===== src/rtl/hrhp_pkg.sv =====
package hrhp_pkg;

	localparam int unsigned LOCATION_LIMIT = 2319;
	localparam int unsigned LENGTH_DIGITS_LIMIT = 32;
	localparam int unsigned SHORT_HEAD = 12;
	localparam logic [47:0] LEN_MAX = 48'hFFFF_FFFF_FFFF;
	localparam logic [47:0] LEN_DIV10 = LEN_MAX / 48'd10;
	localparam logic [3:0] LEN_REM10 = 4'(LEN_MAX % 48'd10);

	localparam logic [7:0] CH_LF = 8'd10;
	localparam logic [7:0] CH_CR = 8'd13;
	localparam logic [7:0] CH_SP = 8'd32;
	localparam logic [7:0] CH_TAB = 8'd9;
	localparam logic [7:0] CH_COLON = 8'd58;

	typedef enum logic [2:0] {
		KIND_LOC_BYTE = 3'd0,
		KIND_LOC_COMMIT = 3'd1,
		KIND_LOC_DISCARD = 3'd2,
		KIND_DONE = 3'd3,
		KIND_ERROR = 3'd4
	} kind_t;

	typedef enum logic [1:0] {
		ERR_STATUS = 2'd0,
		ERR_LENGTH = 2'd1,
		ERR_SHORT = 2'd2
	} err_t;

	typedef enum logic [10:0] {
		PH_IDLE = 11'b00000000001,
		PH_PREFIX = 11'b00000000010,
		PH_SEEK_SP = 11'b00000000100,
		PH_NUM = 11'b00000001000,
		PH_REST = 11'b00000010000,
		PH_NAME = 11'b00000100000,
		PH_VALUE_WS = 11'b00001000000,
		PH_VALUE = 11'b00010000000,
		PH_SKIP_LINE = 11'b00100000000,
		PH_LOC_OVER = 11'b01000000000,
		PH_STOPPED = 11'b10000000000
	} phase_t;

	// one queue entry between front and back
	typedef struct packed {
		logic [7:0] data;
		logic first;
	} beat_t;

	typedef struct packed {
		kind_t kind;
		logic [7:0] value_byte;
		logic [9:0] http_status;
		logic [47:0] body_length;
		logic length_present;
		logic is_chunked;
		logic location_present;
		logic [11:0] location_length;
		err_t error_code;
	} result_t;

	function automatic logic [7:0] to_lower(input logic [7:0] b);
		return (b >= 8'h41 && b <= 8'h5A) ? b + 8'h20 : b;
	endfunction

	function automatic logic [7:0] prefix_char(input logic [3:0] i);
		case (i)
			4'd0: return 8'h48;
			4'd1: return 8'h54;
			4'd2: return 8'h54;
			4'd3: return 8'h50;
			4'd4: return 8'h2F;
			4'd5: return 8'h31;
			4'd6: return 8'h2E;
			default: return 8'h00;
		endcase
	endfunction

	function automatic logic [7:0] cl_char(input logic [4:0] i);
		case (i)
			5'd0: return "c";
			5'd1: return "o";
			5'd2: return "n";
			5'd3: return "t";
			5'd4: return "e";
			5'd5: return "n";
			5'd6: return "t";
			5'd7: return "-";
			5'd8: return "l";
			5'd9: return "e";
			5'd10: return "n";
			5'd11: return "g";
			5'd12: return "t";
			5'd13: return "h";
			default: return 8'h00;
		endcase
	endfunction

	function automatic logic [7:0] te_char(input logic [4:0] i);
		case (i)
			5'd0: return "t";
			5'd1: return "r";
			5'd2: return "a";
			5'd3: return "n";
			5'd4: return "s";
			5'd5: return "f";
			5'd6: return "e";
			5'd7: return "r";
			5'd8: return "-";
			5'd9: return "e";
			5'd10: return "n";
			5'd11: return "c";
			5'd12: return "o";
			5'd13: return "d";
			5'd14: return "i";
			5'd15: return "n";
			5'd16: return "g";
			default: return 8'h00;
		endcase
	endfunction

	function automatic logic [7:0] loc_char(input logic [4:0] i);
		case (i)
			5'd0: return "l";
			5'd1: return "o";
			5'd2: return "c";
			5'd3: return "a";
			5'd4: return "t";
			5'd5: return "i";
			5'd6: return "o";
			5'd7: return "n";
			default: return 8'h00;
		endcase
	endfunction

	function automatic logic [7:0] chunked_char(input logic [11:0] i);
		case (i)
			12'd0: return "c";
			12'd1: return "h";
			12'd2: return "u";
			12'd3: return "n";
			12'd4: return "k";
			12'd5: return "e";
			12'd6: return "d";
			default: return 8'h00;
		endcase
	endfunction

endpackage


===== src/rtl/hrhp_queue.sv =====
module hrhp_queue (
	input logic clk,
	input logic arst_n,
	input logic in_valid,
	output logic in_ready,
	input hrhp_pkg::beat_t in_beat,
	output logic out_valid,
	input logic out_ready,
	output hrhp_pkg::beat_t out_beat
);
	import hrhp_pkg::*;

	// two-entry fifo
	beat_t mem_q [2];
	logic wr_ptr_q;
	logic rd_ptr_q;
	logic [1:0] count_q;
	logic push;
	logic pop;

	assign in_ready = (count_q != 2'd2);
	assign out_valid = (count_q != 2'd0);
	assign out_beat = mem_q[rd_ptr_q];
	assign push = in_valid && in_ready;
	assign pop = out_valid && out_ready;

	always_ff @(posedge clk or negedge arst_n) begin
		if (!arst_n) begin
			wr_ptr_q <= 1'b0;
			rd_ptr_q <= 1'b0;
			count_q <= 2'd0;
		end else begin
			if (push) wr_ptr_q <= ~wr_ptr_q;
			if (pop) rd_ptr_q <= ~rd_ptr_q;
			count_q <= count_q + {1'b0, push} - {1'b0, pop};
		end
	end

	always_ff @(posedge clk) begin
		if (push) mem_q[wr_ptr_q] <= in_beat;
	end

	assert property (@(posedge clk) disable iff (!arst_n) count_q != 2'd3)
		else $error("queue count out of range");
	assert property (@(posedge clk) disable iff (!arst_n)
		(push && !pop) |=> count_q == $past(count_q) + 2'd1)
		else $error("queue count missed a push");
	assert property (@(posedge clk) disable iff (!arst_n)
		(pop && !push) |=> count_q == $past(count_q) - 2'd1)
		else $error("queue count missed a pop");
endmodule


===== src/rtl/hrhp_front.sv =====
module hrhp_front (
	input logic clk,
	input logic arst_n,
	input logic in_valid,
	output logic in_ready,
	input logic [7:0] data_byte,
	input logic first_byte,
	output logic q_valid,
	input logic q_ready,
	output hrhp_pkg::beat_t q_beat
);
	import hrhp_pkg::*;

	// input skid register: takes a beat whenever it is empty or draining
	logic full_q;
	beat_t beat_q;

	assign in_ready = !full_q || q_ready;
	assign q_valid = full_q;
	assign q_beat = beat_q;

	always_ff @(posedge clk or negedge arst_n) begin
		if (!arst_n) begin
			full_q <= 1'b0;
		end else if (in_ready) begin
			full_q <= in_valid;
		end
	end

	always_ff @(posedge clk) begin
		if (in_valid && in_ready) begin
			beat_q.data <= data_byte;
			beat_q.first <= first_byte;
		end
	end

	assert property (@(posedge clk) disable iff (!arst_n)
		(full_q && !q_ready) |=> full_q && $stable(beat_q))
		else $error("front lost a stalled beat");
endmodule


===== src/rtl/hrhp_back.sv =====
module hrhp_back (
	input logic clk,
	input logic arst_n,
	input logic q_valid,
	output logic q_ready,
	input hrhp_pkg::beat_t q_beat,
	output logic out_valid,
	input logic out_ready,
	output hrhp_pkg::result_t out_res
);
	import hrhp_pkg::*;

	phase_t phase_q;
	logic [3:0] byte_count_q;
	logic [9:0] status_value_q;
	logic [1:0] status_digits_q;
	logic [4:0] name_index_q;
	logic [2:0] name_match_q;
	logic [11:0] value_length_q;
	logic [47:0] length_accum_q;
	logic length_flag_q;
	logic chunked_flag_q;
	logic location_flag_q;
	logic [11:0] committed_length_q;
	logic held_cr_q;

	logic ovalid_q;
	result_t ores_q;

	phase_t ph_n;
	logic [3:0] bc_n;
	logic [9:0] sv_n;
	logic [1:0] sd_n;
	logic [4:0] ni_n;
	logic [2:0] nm_n;
	logic [11:0] vl_n;
	logic [47:0] la_n;
	logic lf_n, cf_n, locf_n, hc_n;
	logic [11:0] cl_n;
	logic emit;
	result_t res;

	logic [7:0] b;
	logic [7:0] lb;
	logic is_digit;
	logic [3:0] dig;
	logic [3:0] idx;
	logic [11:0] loc_len;
	logic take;

	assign take = q_valid && q_ready;
	assign q_ready = !ovalid_q || out_ready;
	assign out_valid = ovalid_q;
	assign out_res = ores_q;

	assign b = q_beat.data;
	assign lb = to_lower(b);
	assign is_digit = (b >= 8'h30) && (b <= 8'h39);
	assign dig = 4'(b - 8'h30);
	assign loc_len = value_length_q - {11'd0, held_cr_q};

	always_comb begin
		logic go;
		phase_t ph0;
		logic [3:0] bc0;
		logic in_val;
		ph0 = q_beat.first ? PH_PREFIX : phase_q;
		bc0 = q_beat.first ? 4'd0 : byte_count_q;
		ph_n = ph0;
		bc_n = bc0;
		sv_n = q_beat.first ? 10'd0 : status_value_q;
		sd_n = q_beat.first ? 2'd0 : status_digits_q;
		ni_n = q_beat.first ? 5'd0 : name_index_q;
		nm_n = q_beat.first ? 3'b111 : name_match_q;
		vl_n = q_beat.first ? 12'd0 : value_length_q;
		la_n = q_beat.first ? 48'd0 : length_accum_q;
		lf_n = q_beat.first ? 1'b0 : length_flag_q;
		cf_n = q_beat.first ? 1'b0 : chunked_flag_q;
		locf_n = q_beat.first ? 1'b0 : location_flag_q;
		cl_n = q_beat.first ? 12'd0 : committed_length_q;
		hc_n = q_beat.first ? 1'b0 : held_cr_q;
		emit = 1'b0;
		res = '0;
		idx = bc0;
		in_val = 1'b0;
		go = !(ph0 == PH_IDLE || ph0 == PH_STOPPED);
		if (go && bc0 < 4'(SHORT_HEAD)) bc_n = bc0 + 4'd1;
		if (go) begin
			case (ph0)
				PH_PREFIX: begin
					if (idx >= 4'd7 || b != prefix_char(idx)) begin
						emit = 1'b1; res.kind = KIND_ERROR; res.error_code = ERR_STATUS;
						ph_n = PH_STOPPED;
					end else if (idx == 4'd6) begin
						ph_n = PH_SEEK_SP;
					end
				end
				PH_SEEK_SP: begin
					if (b == CH_SP) ph_n = PH_NUM;
					else if (b == CH_LF) begin
						emit = 1'b1; res.kind = KIND_ERROR; res.error_code = ERR_STATUS;
						ph_n = PH_STOPPED;
					end
				end
				PH_NUM: begin
					if (is_digit) begin
						sv_n = 10'(sv_n * 10'd10 + {6'd0, dig});
						sd_n = sd_n + 2'd1;
						if (sd_n == 2'd3) ph_n = PH_REST;
					end else if (!(sd_n == 2'd0 && (b == CH_SP || b == CH_TAB))) begin
						emit = 1'b1; res.kind = KIND_ERROR; res.error_code = ERR_STATUS;
						ph_n = PH_STOPPED;
					end
				end
				PH_REST, PH_SKIP_LINE: begin
					if (b == CH_LF) begin
						ph_n = PH_NAME; ni_n = 5'd0; nm_n = 3'b111; vl_n = 12'd0; hc_n = 1'b0;
					end
				end
				PH_NAME: begin
					if (b == CH_LF) begin
						if (ni_n == 5'd0 || (ni_n == 5'd1 && hc_n)) begin
							emit = 1'b1;
							ph_n = PH_STOPPED;
							// the head length counts this byte too
							if (bc_n < 4'(SHORT_HEAD)) begin
								res.kind = KIND_ERROR; res.error_code = ERR_SHORT;
							end else begin
								res.kind = KIND_DONE;
								res.http_status = sv_n;
								res.body_length = la_n;
								res.length_present = lf_n;
								res.is_chunked = cf_n;
								res.location_present = locf_n;
								res.location_length = locf_n ? cl_n : 12'd0;
							end
						end else begin
							ph_n = PH_NAME; ni_n = 5'd0; nm_n = 3'b111; vl_n = 12'd0;
							hc_n = 1'b0;
						end
					end else if (b == CH_COLON) begin
						if (ni_n == 5'd14 && nm_n[0]) nm_n = 3'b001;
						else if (ni_n == 5'd17 && nm_n[1]) nm_n = 3'b010;
						else if (ni_n == 5'd8 && nm_n[2]) nm_n = 3'b100;
						else nm_n = 3'b000;
						vl_n = 12'd0; hc_n = 1'b0;
						if (nm_n == 3'b001) la_n = 48'd0;
						ph_n = (nm_n != 3'b000) ? PH_VALUE_WS : PH_SKIP_LINE;
					end else begin
						if (!(ni_n < 5'd14 && lb == cl_char(ni_n))) nm_n[0] = 1'b0;
						if (!(ni_n < 5'd17 && lb == te_char(ni_n))) nm_n[1] = 1'b0;
						if (!(ni_n < 5'd8 && lb == loc_char(ni_n))) nm_n[2] = 1'b0;
						if (ni_n != 5'd31) ni_n = ni_n + 5'd1;
						hc_n = (b == CH_CR);
					end
				end
				PH_VALUE_WS: begin
					if (!(b == CH_SP || b == CH_TAB)) begin
						ph_n = PH_VALUE; in_val = 1'b1;
					end
				end
				PH_VALUE: in_val = 1'b1;
				PH_LOC_OVER: begin
					if (b == CH_LF) begin
						ph_n = PH_NAME; ni_n = 5'd0; nm_n = 3'b111; vl_n = 12'd0; hc_n = 1'b0;
						emit = 1'b1; res.kind = KIND_LOC_DISCARD;
					end
				end
				default: ph_n = PH_STOPPED;
			endcase
		end
		if (in_val) begin
			if (nm_n == 3'b001) begin
				if (b == CH_LF) begin
					if (vl_n == 12'd0) begin
						emit = 1'b1; res.kind = KIND_ERROR; res.error_code = ERR_LENGTH;
						ph_n = PH_STOPPED;
					end else begin
						lf_n = 1'b1;
						ph_n = PH_NAME; ni_n = 5'd0; nm_n = 3'b111; vl_n = 12'd0; hc_n = 1'b0;
					end
				end else if (hc_n || !is_digit) begin
					if (b == CH_CR && !hc_n) hc_n = 1'b1;
					else begin
						emit = 1'b1; res.kind = KIND_ERROR; res.error_code = ERR_LENGTH;
						ph_n = PH_STOPPED;
					end
				end else if (vl_n + 12'd1 >= 12'(LENGTH_DIGITS_LIMIT)) begin
					emit = 1'b1; res.kind = KIND_ERROR; res.error_code = ERR_LENGTH;
					ph_n = PH_STOPPED;
				end else begin
					vl_n = vl_n + 12'd1;
					// saturate when accum*10+d would pass the max
					if (la_n > LEN_DIV10 || (la_n == LEN_DIV10 && dig > LEN_REM10))
						la_n = LEN_MAX;
					else
						la_n = 48'((la_n << 3) + (la_n << 1) + {44'd0, dig});
				end
			end else if (nm_n == 3'b010) begin
				if (b == CH_LF) begin
					ph_n = PH_NAME; ni_n = 5'd0; nm_n = 3'b111; vl_n = 12'd0; hc_n = 1'b0;
				end else if (vl_n < 12'd7 && lb == chunked_char(vl_n)) begin
					vl_n = vl_n + 12'd1;
					if (vl_n == 12'd7) begin
						cf_n = 1'b1; ph_n = PH_SKIP_LINE;
					end
				end else begin
					ph_n = PH_SKIP_LINE;
				end
			end else begin
				if (b == CH_LF) begin
					ph_n = PH_NAME; ni_n = 5'd0; nm_n = 3'b111; vl_n = 12'd0; hc_n = 1'b0;
					emit = 1'b1;
					if (loc_len < 12'(LOCATION_LIMIT)) begin
						locf_n = 1'b1; cl_n = loc_len;
						res.kind = KIND_LOC_COMMIT; res.location_length = loc_len;
					end else begin
						res.kind = KIND_LOC_DISCARD;
					end
				end else if (vl_n >= 12'(LOCATION_LIMIT)) begin
					ph_n = PH_LOC_OVER;
				end else begin
					vl_n = vl_n + 12'd1;
					hc_n = (b == CH_CR);
					emit = 1'b1; res.kind = KIND_LOC_BYTE; res.value_byte = b;
				end
			end
		end
	end

	always_ff @(posedge clk or negedge arst_n) begin
		if (!arst_n) begin
			phase_q <= PH_IDLE;
			byte_count_q <= 4'd0;
			status_value_q <= 10'd0;
			status_digits_q <= 2'd0;
			name_index_q <= 5'd0;
			name_match_q <= 3'b111;
			value_length_q <= 12'd0;
			length_accum_q <= 48'd0;
			length_flag_q <= 1'b0;
			chunked_flag_q <= 1'b0;
			location_flag_q <= 1'b0;
			committed_length_q <= 12'd0;
			held_cr_q <= 1'b0;
			ovalid_q <= 1'b0;
		end else begin
			if (take) ovalid_q <= emit;
			else if (out_ready) ovalid_q <= 1'b0;
			if (take) begin
				phase_q <= ph_n;
				byte_count_q <= bc_n;
				status_value_q <= sv_n;
				status_digits_q <= sd_n;
				name_index_q <= ni_n;
				name_match_q <= nm_n;
				value_length_q <= vl_n;
				length_accum_q <= la_n;
				length_flag_q <= lf_n;
				chunked_flag_q <= cf_n;
				location_flag_q <= locf_n;
				committed_length_q <= cl_n;
				held_cr_q <= hc_n;
			end
		end
	end

	always_ff @(posedge clk) begin
		if (take && emit) ores_q <= res;
	end

	assert property (@(posedge clk) disable iff (!arst_n)
		(ovalid_q && !out_ready) |=> ovalid_q && $stable(ores_q))
		else $error("result dropped while stalled");
	assert property (@(posedge clk) disable iff (!arst_n)
		byte_count_q <= 4'(SHORT_HEAD))
		else $error("byte count past saturation");
	assert property (@(posedge clk) disable iff (!arst_n)
		(phase_q == PH_VALUE || phase_q == PH_VALUE_WS) |-> $onehot(name_match_q))
		else $error("value phase without one recognized header");
endmodule


===== src/rtl/http_response_head_parser.sv =====
// channel  direction  handshake           payload
// in       input      in_valid/in_ready   data_byte, first_byte
// out      output     out_valid/out_ready kind, value_byte, http_status, body_length,
//                                         length_present, is_chunked, location_present,
//                                         location_length, error_code
// one beat per cycle sustained while out_ready stays high; a result is offered once its byte has passed
// the front register, the two-entry queue and the parse step into the output register
// the parse step is combinational: compares and one 48-bit shift-add
// arst_n clears all parse state; the block waits for a byte marked first_byte
// a stalled output holds its result; the queue and front register absorb the stall
module http_response_head_parser (
	input logic clk,
	input logic arst_n,
	input logic in_valid,
	output logic in_ready,
	input logic [7:0] data_byte,
	input logic first_byte,
	output logic out_valid,
	input logic out_ready,
	output logic [2:0] kind,
	output logic [7:0] value_byte,
	output logic [9:0] http_status,
	output logic [47:0] body_length,
	output logic length_present,
	output logic is_chunked,
	output logic location_present,
	output logic [11:0] location_length,
	output logic [1:0] error_code
);
	import hrhp_pkg::*;

	// front to queue
	logic f_valid, f_ready;
	beat_t f_beat;
	// queue to back
	logic b_valid, b_ready;
	beat_t b_beat;
	result_t res;

	hrhp_front u_front (
		.clk(clk), .arst_n(arst_n),
		.in_valid(in_valid), .in_ready(in_ready),
		.data_byte(data_byte), .first_byte(first_byte),
		.q_valid(f_valid), .q_ready(f_ready), .q_beat(f_beat)
	);

	hrhp_queue u_queue (
		.clk(clk), .arst_n(arst_n),
		.in_valid(f_valid), .in_ready(f_ready), .in_beat(f_beat),
		.out_valid(b_valid), .out_ready(b_ready), .out_beat(b_beat)
	);

	hrhp_back u_back (
		.clk(clk), .arst_n(arst_n),
		.q_valid(b_valid), .q_ready(b_ready), .q_beat(b_beat),
		.out_valid(out_valid), .out_ready(out_ready), .out_res(res)
	);

	// unpack the result register onto the field ports
	assign kind = res.kind;
	assign value_byte = res.value_byte;
	assign http_status = res.http_status;
	assign body_length = res.body_length;
	assign length_present = res.length_present;
	assign is_chunked = res.is_chunked;
	assign location_present = res.location_present;
	assign location_length = res.location_length;
	assign error_code = res.error_code;
endmodule


===== config.mk =====
export PLATFORM = sky130hd
export DESIGN_NAME = http_response_head_parser
export DESIGN_NICKNAME = d
export VERILOG_FILES = /design/src/rtl/hrhp_pkg.sv /design/src/rtl/hrhp_queue.sv /design/src/rtl/hrhp_front.sv /design/src/rtl/hrhp_back.sv /design/src/rtl/http_response_head_parser.sv
export SDC_FILE = /design/constraint.sdc
export NUM_CORES = 1
export LEC_CHECK = 0
export ABC_AREA = 1
export BUFFER_PORTS_ARGS = -buffer_cell sky130_fd_sc_hd__buf_2
export CELL_PAD_IN_SITES_DETAIL_PLACEMENT = 1
export CELL_PAD_IN_SITES_GLOBAL_PLACEMENT = 2
export CORE_ASPECT_RATIO = 2
export CORE_MARGIN = 2
export CORE_UTILIZATION = 39
export DETAILED_ROUTE_END_ITERATION = 10
export GPL_TIMING_DRIVEN = 0
export PLACE_DENSITY_LB_ADDON = 0.2
export SLEW_MARGIN = 20
export SYNTH_ARGS = -nofsm -noshare
export SYNTH_HDL_FRONTEND = slang
export SYNTH_SLANG_ARGS = --single-unit

===== constraint.sdc =====
create_clock -name clk -period 15 [get_ports clk]
set_input_delay 0.75 -clock clk [delete_from_list [all_inputs] [get_ports clk]]
set_output_delay 0.75 -clock clk [all_outputs]
set_load 0.03 [all_outputs]

* Word-level counts from Yosys, hierarchy flattened
Memories as Yosys holds them, arrays and structs flattened.
Index checks and enable logic that the tools add are counted.
** Word-level totals
- Memories :: 4
- ROM bits :: 376
- Register bits :: 212
- RAM bits :: 18
** Memory list
- (no name shown) :: words 32, bits a word 7, read ports 1, clocked after memory_dff 0, write ports 0, RTL line hrhp_pkg.sv:100 : case (i)
- (no name shown) :: words 16, bits a word 7, read ports 1, clocked after memory_dff 0, write ports 0, RTL line hrhp_pkg.sv:80 : case (i)
- (no name shown) :: words 8, bits a word 5, read ports 1, clocked after memory_dff 0, write ports 0, RTL line hrhp_pkg.sv:123 : case (i)
- u_queue.mem_q :: words 2, bits a word 9, read ports 1, clocked after memory_dff 0, write ports 1, RTL line hrhp_queue.sv:14 : beat_t mem_q [2];
** Cells by class
- Eq/ne operators :: 45
- Muxes and demuxes :: 237
- $mul :: 1
- Order comparisons :: 16
- Add/sub/neg operators :: 12
- Reduce and logical (&&, ||, !) cells :: 43
- Bitwise operators :: 6
** Operators by type and width (count)
- $mux W48 :: 12
- $mux W12 :: 30
- $mux W11 :: 30
- $mux W8 :: 23
- $mux W3 :: 34
- $pmux W11 S7 :: 1
- $mux W1 :: 61
- $mux W5 :: 12
- $mux W14 :: 4
- $pmux W7 S7 :: 1
- $add A48 B4 Y48 :: 1
- $add A48 B48 Y48 :: 1
- $eq A12 B3 Y1 const B :: 4
- $eq A48 B45 Y1 const B :: 1
- $gt A48 B45 Y1 const B :: 1
- $pmux W7 S6 :: 1
- $mux W10 :: 4
- $eq A8 B8 Y1 :: 4
- $mux W2 :: 14
- $eq A12 B2 Y1 const B :: 2
- $eq A8 B4 Y1 const B :: 3
- $pmux W12 S2 :: 1
- $logic_and A1 B1 Y1 :: 18
- $eq A8 B6 Y1 const B :: 2
- other kinds (67) :: 95

* Logic depth before layout (Yosys ltp)
Gate-level depths: netlist (run 1).
An unclocked memory read counts as a cell.
- Depth after elaboration :: 26
- Depth in mapped cells :: 34
- Mapped depth without buffers :: 32

* Hierarchy
A second synthesis (run 1) with hierarchy kept.
** Second synthesis, totals
- Cell total of the unflattened synthesis :: 2490
- Area total of the unflattened synthesis :: 18137.4 µm²
** Modules (own cells, without submodules)
- hrhp_back :: cells an instance 2397, seq. area each 5390.2 µm², area each 16925.0 µm², times used 1
- hrhp_queue :: cells an instance 78, seq. area each 640.6 µm², area each 897.1 µm², times used 1
- hrhp_front :: cells an instance 15, seq. area each 295.3 µm², area each 315.3 µm², times used 1

* Least setup slack after synthesis (run 1)
OpenSTA, ideal clock, no wires.
- Path type :: flip-flop to flip-flop
- From :: register u_queue.rd_ptr_q
- To :: register u_back.ores_q (netlist bit u_back.out_res[0]) (enable)
- Path slack :: 8947 ps
- Period minus slack after synthesis :: 6053 ps
- Data arrival time :: 5613 ps
- Required time :: 14560 ps
- Cell stages (with the launch flop) :: 31
- Cell sequence :: dfrtp_1 inv_2 buf_6 nand2_2 nand2_4 buf_6 nand2_2 inv_1 ha_1 nand4_1 nand3_2 nand2_2 nand3_4 buf_6 inv_1 nor3_1 ha_1 nand2_1 nor2_2 nand2_1 o21ai_1 nand2_1 nand2_1 nor2_4 nand3_4 nand2_1 a21oi_1 nand2_1 nand2_1 nand2_1 inv_1
** On the way
- Word-level cells in the longest chain between the ends :: 20
** RTL lines
- start, declared :: RTL line hrhp_queue.sv:16 : logic rd_ptr_q;
- start signal, assigned :: RTL line hrhp_queue.sv:34 : if (pop) rd_ptr_q <= ~rd_ptr_q;
- $mem_v2 Z2 W9 (*)
- parallel branches: the longest is 17 deep, another holds $add A12 B1 Y12
- $mux W1 (*) :: RTL line hrhp_back.sv:172 : if (in_val) begin
- $logic_and A1 B1 Y1 (*) :: RTL line hrhp_back.sv:269 : if (take && emit) ores_q <= res;
- end signal, assigned :: RTL line hrhp_back.sv:269
- end, declared :: RTL line hrhp_back.sv:28 : result_t ores_q;
Every way passes the cells marked *. The select of a mux whose other input is x is not followed.
A chain may end at the register's enable or synchronous reset.

* Final worst setup path (run 1)
- From :: register u_queue.rd_ptr_q
- To :: register u_back.length_accum_q[46]
** On the way
- Word-level cells in the longest chain between the ends :: 26
** RTL lines
- $mem_v2 Z2 W9 (*)
- parallel branches: the longest is 24 deep, another holds $mux W48
- $mux W48 (*) :: RTL line hrhp_back.sv:172
- end signal, assigned :: RTL line hrhp_back.sv:258 : length_accum_q <= la_n;
- end, declared :: RTL line hrhp_back.sv:20 : logic [47:0] length_accum_q;
Marks and branches as above.

==> run metrics, run 1 <==
status=finished clean; sequential share of power=0.273; CTS clk-pin slew, worst paths=about 70 ps; Max FO, Critical Path=10; wire length per cell=24.95 µm; synth unique cells=60; CTS root buf=clkbuf_16; max-slew violations=0; All-Layer GR Usage=0.3377; routed wire length=82400 µm; Peak VDD IR=105.1 µV; asr flop ratio synth=0.5087; Overflow after GRT=0; nets=2803; Most used DFF post-synth=edfxtp_1; max_cap viols=0; Synth area leaders=edfxtp_1 (18%), dfrtp_1 (15%), nand2_1 (10%), ha_1 (8.8%), nor2_1 (7.4%); Hold Buf Count CTS=0; Mapped Avg Cell Area=between 7 and 8 µm²; Pwr per Cell Area=173.5 mW/mm²; area of placed instances=0.01970 mm²; Routability Congestion=0.9280; Vias=18609; DIE WIDTH=157.4 µm; clock group share of total power=0.176; min Tclk post-route=8552 ps; synth-to-layout area growth=11.64%; Mapped Cells=2528; most common library cells after synthesis=nand2_1 (504), nor2_1 (361), inv_1 (326); Synth top area share=0.1850; post-CTS setup repair buffer count=0; initial antenna violation count=0; WS Path Type=register to register; # diodes=0; Synth Register Bits=230; Startpoint Class=register; Iteration-0 DRC Markers=772; Initial DRT Pass Iterations=5; Resized cells post-CTS=0; latest clock arrival within the worst-skew pair=~570 ps; switching pwr=1881 µW; RSZ-0062 raised after global routing=false; slew of the pin with the lowest slew margin=1196 ps; Net Sw Frac=0.5296; Final Setup Violations=0; part of the power in combinational logic=0.551; Hold Vio Cnt, Final=0; P_leak=0.009646 µW; crit path from=u_queue.rd_ptr_q; most frequent CP cell=o21ai_0; Seq/Total Area, Yosys=0.3449; CTS max path bufs=3; worst hold path type=input pin to async pin; Worst EP required=15410 ps; Slew headroom=0.2027; first-pass GRT wire length=around 120000 µm; ratio of cells with drive above 1 in the final layout=0.09794; Row Count=112; CP arrival=8960 ps; CTS Buf Count=25; Final HPWL DP=66010 µm; CTS tree=done; Syn. warnings=0; Reg-to-Reg Start=u_queue.rd_ptr_q; FMAX=116.9 MHz; setup TNS=0 ps; Routed Antenna Nets=0; CTS Sinks=230; syn nets=2674; Post-synth EDFFs=113; drc violations=0; via/cell ratio=5.636; largest net degree at the start of global routing=77; Starting Density=0.3943; # port buffers=100; Post-Layout Inst Area=0.02048 mm²; cell with the most instances after synthesis=nand2_1; CTS H-Tree Depth=1; critical path's slowest cell=o21ai_0; Critical Path Max Stage Delay=650 ps; height of the die=~310 µm; vias in the first global route=20299; Post-Syn Area=0.01834 mm²; Overall Power=3552 µW; Tcrit/Tclk final=0.5701; # IOs=between 100 and 150; full die area=roughly 0.05 mm²; Max Clock Skew=19.60 ps; post-synth top area cell=edfxtp_1; Int Power=1671 µW; CP endpoint kind=register; core outline area=0.04652 mm²
-- state kept, by name, indices dropped and copies added, names as in the netlist, 3 cells and up --
signal and count:
u_back.value_length_q 12, u_back.name_index_q 5, u_back.name_match_q 3, u_back.phase_q 11, u_back.committed_length_q 12, u_queue.mem_q 18
u_back.out_res 86, u_back.byte_count_q 4, u_back.length_accum_q 48, u_back.status_value_q 10, u_front.q_beat 9
-- kinds of logic after synthesis --
logic type      share of synthesized area
simple gates                       0.2761
compound gates                     0.1544
buf+inv                           0.09284
flops                              0.3449
fa+ha+maj                         0.09236
xor+xnor                          0.03943
-- power groups by stage --
stage,sequential (µW),combinational [µW],clock (µW)
finish,970,1960,624
global route,988,2090,649
CTS,970,1950,632
detailed placement,978,1940,0
global placement,989,1870,0
floorplan,1160,1000,0
-- per-layer routing --
layer  vias up  global-route usage  wire length (µm)
met1      9137              0.3093             26940
met4         0              0.2556              7615
li1       8698                   -                 -
met3       304             0.03691              2651
met2       470              0.6555             45190
met5         -                   0                 0
-- critical path: cells and delay by family, from the launching register on --
family | cells | cell delay [ps]
xor+xnor | 1 | 260
flops | 1 | 460
buf+inv | 6 | 1310
compound gates | 9 | 3060
fa+ha+maj | 2 | 1030
simple gates | 12 | 2270
-- final cells by class --
class	count	area (µm²)
plain buffers	81	407.9
inverters	345	1300
flip-flops and latches	230	6326
well taps	627	784.5
clock buffers	34	679.4
clock inverters	11	93.84
fillers	6028	26050
repair buffers	102	565.5
multi-input cells	1872	10320
-- per-stage QoR --
step | instances | utilization | setup WS, ps | hold WS (ps)
after floorplan | 2528 | - | 8947 | 421.5
after global placement | 3255 | 0.4219 | 5977 | 424.0
after detailed placement | 3257 | 0.4234 | 6367 | 442.7
after CTS | 3302 | 0.4400 | 6335 | 65.74
after global routing | 3302 | 0.4401 | 5880 | 86.74
final | 3302 | 0.4401 | 6448 | 65.37
-- final timing paths --
check	to	slack, ps	cells after the start
worst max register to register	u_back.length_accum_q[46]	6450	30
max in group asynchronous	u_back.length_accum_q[14]	14100	2
worst max-delay path	u_back.length_accum_q[46]	6450	30
min in group clk	u_front.q_beat[8]	370	1
worst min register to register	u_queue.mem_q[0][8]	450	0
worst min-delay path	u_back.value_length_q[2]	70	1
-- cells in the final DEF, fill, tap and decap left out, types with 31 or more instances in the layout --
master    synthesis  final
ha_1            129    129
o21ai_1          54     54
nor2_1          361    361
a31oi_1          31     31
dfrtp_1         113    113
o21ai_0         150    150
nor3_1           46     46
buf_2            14    113
a21oi_1         148    148
inv_1           326    325
xor2_1           57     57
nand3_1         121    121
clkbuf_1         39     46
nand4_1          49     49
edfxtp_1        113    113
nand2_1         504    504
No activity file was read; power rests on OpenSTA's default activity.
==> run 2: changes to the inputs <==
Settings changed: CORE_UTILIZATION 39 to 37.
Clock period 15 ns to 8.3 ns, I/O delays scaled along.
==> run 2 against run 1 <==
Against the previous run: hold slack worse by 24 ps; clock skew fell by 2.8 ps; routed wire length shrank 0.70%; clock power is 78% higher; via count fell by 0.49%; cell count grew 0.39%; highest routed layer unchanged.
==> run metrics, run 2 (synthesized netlist as in run 1, its figures left out) <==
Hold Vio Cnt, Final=0; # diodes=0; largest net degree at the start of global routing=77; vias in the first global route=20519; Iteration-0 DRC Markers=783; Starting Density=0.3738; Worst EP required=around 8600 ps; Overflow after GRT=0; FF+latch area=0.006326 mm²; Met3 Wirelength=1913 µm; P_leak=0.009653 µW; status=finished clean; CP endpoint kind=register; CTS Buf Count=23; latest clock arrival within the worst-skew pair=560 ps; CP arrival=just over 8000 ps; met2 WL=45010 µm; max-slew violations=0; Largest register FFs=86; Fillers=6245; leading cell type in the layout, fill and taps excluded=nand2_1; Final HPWL DP=approximately 66000 µm; height of the die=around 320 µm; wl on met1=roughly 27000 µm; first-pass GRT wire length=between 100000 and 150000 µm; area of placed instances=0.01972 mm²; CTS tree=done; All-Layer GR Usage=0.3184; DIE WIDTH=161.4 µm; Max Clock Skew=16.82 ps; post-CTS setup repair buffer count=0; nets=2802; Routed Antenna Nets=0; via/cell ratio=roughly 5.6; CTS root buf=clkbuf_16; Initial DRT Pass Iterations=5; CTS Sinks=230; fin cells=about 3300; top layer used by detailed routing=met4; Max FO, Critical Path=49; Post-Layout Inst Area=0.02048 mm²; Pwr per Cell Area=311.1 mW/mm²; RSZ-0062 raised after global routing=false; routed wire length=~82000 µm; Tcrit/Tclk final=0.9395; slew of the pin with the lowest slew margin=roughly 1300 ps; synth-to-layout area growth=11.66%; Peak VDD IR=~150 µV; wire length per cell=approximately 25 µm; Vias=18517; most frequent cells in the layout=nand2_1 (504), nor2_1 (361), inv_1 (325); Cells after DPL=between 3000 and 4000; worst hold path type=input pin to register; Slew headroom=0.1622; CTS clk-pin slew, worst paths=70 ps; ratio of cells with drive above 1 in the final layout=0.09918; Routability Congestion=roughly 1.0; FMAX=128.2 MHz; WS Path Type=register to register; area of the multi-input gates=a little over 0.01 mm²; min Tclk post-route=7798 ps; CTS max path bufs=3; Startpoint Class=register; drc violations=0; reg2reg setup slack=500 ps; initial antenna violation count=0; Row Count=roughly 120; full die area=about 0.05 mm²; # port buffers=100; Final Setup Violations=0; core outline area=0.04907 mm²; CTS H-Tree Depth=1; max_cap viols=0; # IOs=approximately 100
==> run 2: changes by cell type in the layout (fill, tap and decap cells not counted), moves of 2 or more <==
cell and change:
o21ai_1 +2, clkinv_4 +5, clkbuf_16 -2, clkinvlp_4 -3, o21ai_0 -3, clkbuf_1 -7
==> run 2: worst paths after layout <==
path | startpoint | end | depth (start not counted)
max in group asynchronous | arst_n | u_back.committed_length_q[4] | 3
worst min-delay path | data_byte[3] | u_front.q_beat[4] | 1
worst max register to register | u_queue.rd_ptr_q | u_back.out_res[6] | 25
min in group asynchronous | arst_n | u_back.length_accum_q[12] | 2
worst min register to register | u_front.q_beat[6] | u_queue.mem_q[0][6] | 0
worst max-delay path | u_queue.rd_ptr_q | u_back.out_res[6] | 25
==> run 2: stage by stage <==
| stage | setup slack (ps) | setup TNS, ps | hold slack, ps | power [µW] | util |
|---|---|---|---|---|---|
| 5_1_grt | 71.77 | 0 | 24.07 | 6706 | 0.4174 |
| 2_1_floorplan | 2247 | 0 | 119.4 | 3908 | - |
| 3_5_place_dp | -315.3 | -315.3 | 346.1 | 5255 | 0.4018 |
| 6_report | 502.2 | 0 | 41.30 | 6373 | 0.4174 |
| 4_1_cts | 97.91 | 0 | 21.57 | 6382 | 0.4174 |
| 3_3_place_gp | -696.1 | -58340 | 424.8 | 5170 | 0.4004 |
==> run 2: routing by layer <==
layer  GRT usage  vias up
met3     0.02588      286
met2      0.6255      448
met4      0.2464        0
met5           0        -
li1            -     8697
met1      0.2945     9086
==> run 2: layout make-up <==
| type | count | area share |
|---|---|---|
| Buffer | 81 | 0.01991 |
| Clock buffer | 24 | 0.02877 |
| Clock inverter | 17 | 0.008002 |
| Inverter | 345 | 0.06335 |
| Multi-Input combinational cell | 1872 | 0.5037 |
| Sequential cell | 230 | 0.3089 |
| Tap cell | 643 | 0.03928 |
| Timing Repair Buffer | 103 | 0.02810 |
==> run 2: power by group <==
group | internal, µW | switching, µW | total [µW] | leakage [µW]
Sequential | 1590 | 162 | 1750 | 0.00263
Combinational | 823 | 2690 | 3510 | 0.00665
Clock | 588 | 525 | 1110 | 0.000374
Total | 3000 | 3370 | 6370 | 0.00965
==> run 2: critical path, cell delays in order (launching register included) <==
cell      delay [ps]
dfrtp_1          460
inv_2            130
buf_6            150
nand2_2           70
nand2_4          160
buf_6            260
clkbuf_1         630
clkbuf_1         630
buf_1            580
buf_1            800
nand2_1          270
ha_1             320
o21ai_1          310
inv_1            100
a21oi_1          220
or2_2            170
nand3_1           70
nor4_1           670
nor2_1            90
nor2_1           150
inv_1            110
nor3b_1          190
nand2_1          140
nand2_1          210
inv_4            270
buf_16           280
==> run 2: timing repair <==
action	in CTS	in global routing
cloned	0	0
endpoints found under the setup margin	1	1
hold buffers	1	0
resized for setup	2	2
endpoints found under the hold margin	41	0
==> run 3: changes to the inputs <==
Settings changed: ABC_AREA 1 to default, CORE_UTILIZATION 37 to 39.
==> run 3 against run 2 <==
Against the previous run: cell count is 20% lower; critical path depth grew 2; hold slack lost 18 ps; area after synthesis is 5.7% lower; highest routed layer unchanged; flip-flop and latch count unchanged; largest power group unchanged; fmax fell by 2.7%; combinational power shrank 17%; largest cell class unchanged.
==> run metrics, run 3 <==
Fillers=between 5000 and 6000; area of placed instances=~0.019 mm²; fin cells=~2600; CTS Buf Count=25; post-synth top area cell=edfxtp_1; Post-Syn Area=0.01729 mm²; synth unique cells=approximately 100; Final Setup Violations=0; Tcrit/Tclk final=0.9660; status=finished clean; Vias=between 15000 and 20000; Seq/Total Area, Yosys=0.3659; worst hold path type=input pin to register; CP arrival=8230 ps; CP endpoint kind=register; Max FO, Critical Path=53; CTS root buf=clkbuf_16; Pwr per Cell Area=around 300 mW/mm²; full die area=between 0.04 and 0.05 mm²; Mapped Cells=about 1900; core outline area=0.04405 mm²; CTS tree=done; vias in the first global route=around 18000; WS Path Type=register to register; asr flop ratio synth=0.5087; Startpoint Class=register; Synth top area share=0.1963; max_cap viols=0; Hold Vio Cnt, Final=0; Routability Congestion=0.9664; Syn. warnings=0; critical path's slowest cell=nor3_4; CTS clk-pin slew, worst paths=70 ps; hold wc startpoint=data_byte[7]; Finished Core Util=0.4420; Mapped Avg Cell Area=about 9 µm²; nets=2213; height of the die=301.8 µm; Hold Path Cell Cnt=1; Max Clock Skew=37.56 ps; Cells after DPL=approximately 2600; Synth area leaders=edfxtp_1 (20%), dfrtp_1 (16%), ha_1 (9.3%), nand2_1 (4.3%), o21ai_0 (3.8%); Slew headroom=0.2729; routed wire length=71210 µm; Hold Path Sink=u_front.q_beat[8]; # IOs=101; FMAX=124.7 MHz; via/cell ratio=6.164; synth-to-layout area growth=12.61%; Worst EP required=around 8500 ps; All-Layer GR Usage=0.3035; worst-case reg-to-reg path depth=27; min Tclk post-route=8018 ps; slew of the pin with the lowest slew margin=1091 ps; CTS max path bufs=3; Row Count=between 100 and 150; largest net degree at the start of global routing=81; latest clock arrival within the worst-skew pair=570 ps; Overflow after GRT=0; # port buffers=100; most frequent cells in the layout=nand2_1 (196), nor2_1 (172), o21ai_0 (130); Routed Antenna Nets=0; GR Util met1=0.2794; Final HPWL DP=~57000 µm; Post-synth EDFFs=113; RSZ-0062 raised after global routing=false; Critical Path Max Stage Delay=440 ps; cell with the most instances after synthesis=nand2_1; most common library cells after synthesis=nand2_1 (197), nor2_1 (172), o21ai_0 (130); Peak VDD IR=163.8 µV; CTS Sinks=230; max-slew violations=0; Reg-to-Reg Start=u_queue.rd_ptr_q; grt met2 use=0.6105; CTS H-Tree Depth=1; Post-Layout Inst Area=~0.02 mm²; syn nets=2079; reg2reg setup slack=280 ps; DIE WIDTH=152.9 µm; first-pass GRT wire length=roughly 110000 µm; P_leak=roughly 0.0087 µW; initial antenna violation count=1; Synth Register Bits=230; ratio of cells with drive above 1 in the final layout=0.1170; leading cell type in the layout, fill and taps excluded=nand2_1; Initial DRT Pass Iterations=5; Most used DFF post-synth=edfxtp_1; Largest register FFs=86; Starting Density=0.3925; gr busiest metal=met2; r2r endpoint=u_back.out_res[11]; wire length per cell=~27 µm; met3 GRT Util=0.03138; drc violations=0; Iteration-0 DRC Markers=799; # diodes=0
run 3: cell types whose count changed after synthesis, moves of 46 or more:
cell | previous run | this run
a21oi_1 | 148 | 102
and2_1 | 1 | 61
nor2_1 | 361 | 172
nand2_1 | 504 | 197
nand3_1 | 121 | 46
o21ai_1 | 54 | 5
inv_1 | 326 | 66
and3_1 | 1 | 71
run 3: worst max-delay path by stage:
stage                     start                   endpoint  cells after the start
2_1_floorplan  u_queue.rd_ptr_q          u_back.out_res[0]                     27
6_report       u_queue.rd_ptr_q         u_back.out_res[11]                     27
5_1_grt        u_queue.rd_ptr_q         u_back.out_res[11]                     27
3_3_place_gp   u_queue.rd_ptr_q         u_back.out_res[18]                     27
4_1_cts        u_queue.rd_ptr_q  u_back.length_accum_q[41]                     23
3_5_place_dp   u_queue.rd_ptr_q         u_back.out_res[24]                     28
run 3: cell type report:
type | instances | area, µm² | area share
Inverter | 70 | 262.8 | 0.01350
Tap cell | 555 | 694.4 | 0.03567
Multi-Input combinational cell | 1525 | 10290 | 0.5284
Timing Repair Buffer | 108 | 610.6 | 0.03136
Buffer | 107 | 475.5 | 0.02442
Clock inverter | 16 | 151.4 | 0.007776
Sequential cell | 230 | 6326 | 0.3249
Clock buffer | 29 | 660.6 | 0.03393
run 3: layer usage:
| layer | share of wire | wire length [µm] |
|---|---|---|
| met1 | 0.32 | 22980 |
| met2 | 0.56 | 40170 |
| met3 | 0.034 | 2401 |
| met4 | 0.079 | 5648 |
| met5 | 0 | 0 |
run 3: worst max-delay path, delay by kind of cell (launching register included):
kind	cells	cell delay [ps]
AOI/OAI and AO/OA	7	1830
adders and majority gates	2	580
buffers and inverters	8	2230
DFF	1	340
muxes	1	370
and+or+nand+nor	9	2200
run 3: through the flow:
stage	hold slack (ps)	TNS (ps)	worst slack, ps	total power (µW)
2_1_floorplan	119.4	0	646.1	3523
3_3_place_gp	426.9	-455290	-4192	4541
3_5_place_dp	322.8	-279910	-2256	4597
4_1_cts	6.152	0	184.5	5761
5_1_grt	23.29	0	28.13	5990
6_report	23.58	0	282.5	5761
run 3: what timing repair did:
| action | CTS | global route |
|---|---|---|
| pin swaps | 2 | 1 |
| buffers inserted | 4 | 0 |
| endpoints found under the hold margin | 37 | 0 |
| resized for setup | 9 | 4 |
| setup endpoints to repair | 154 | 54 |
| hold buffers | 1 | 0 |
run 3: kinds of logic (layout without fill, tap and decap cells):
| group | Yosys count | after routing | share of synthesized area |
|---|---|---|---|
| AOI/OAI and AO/OA | 517 | 517 | 0.2008 |
| xor gates and xnor gates | 80 | 80 | 0.04053 |
| adders and majority gates | 133 | 133 | 0.09799 |
| buffers and inverters | 178 | 330 | 0.04255 |
| DFF | 230 | 230 | 0.3659 |
| muxes | 35 | 35 | 0.02410 |
| and+or+nand+nor | 760 | 760 | 0.2282 |
run 3: power breakdown:
group | internal, µW | switching (µW)
logic | 773 | 2130
clock network | 636 | 515
registers | 1550 | 152
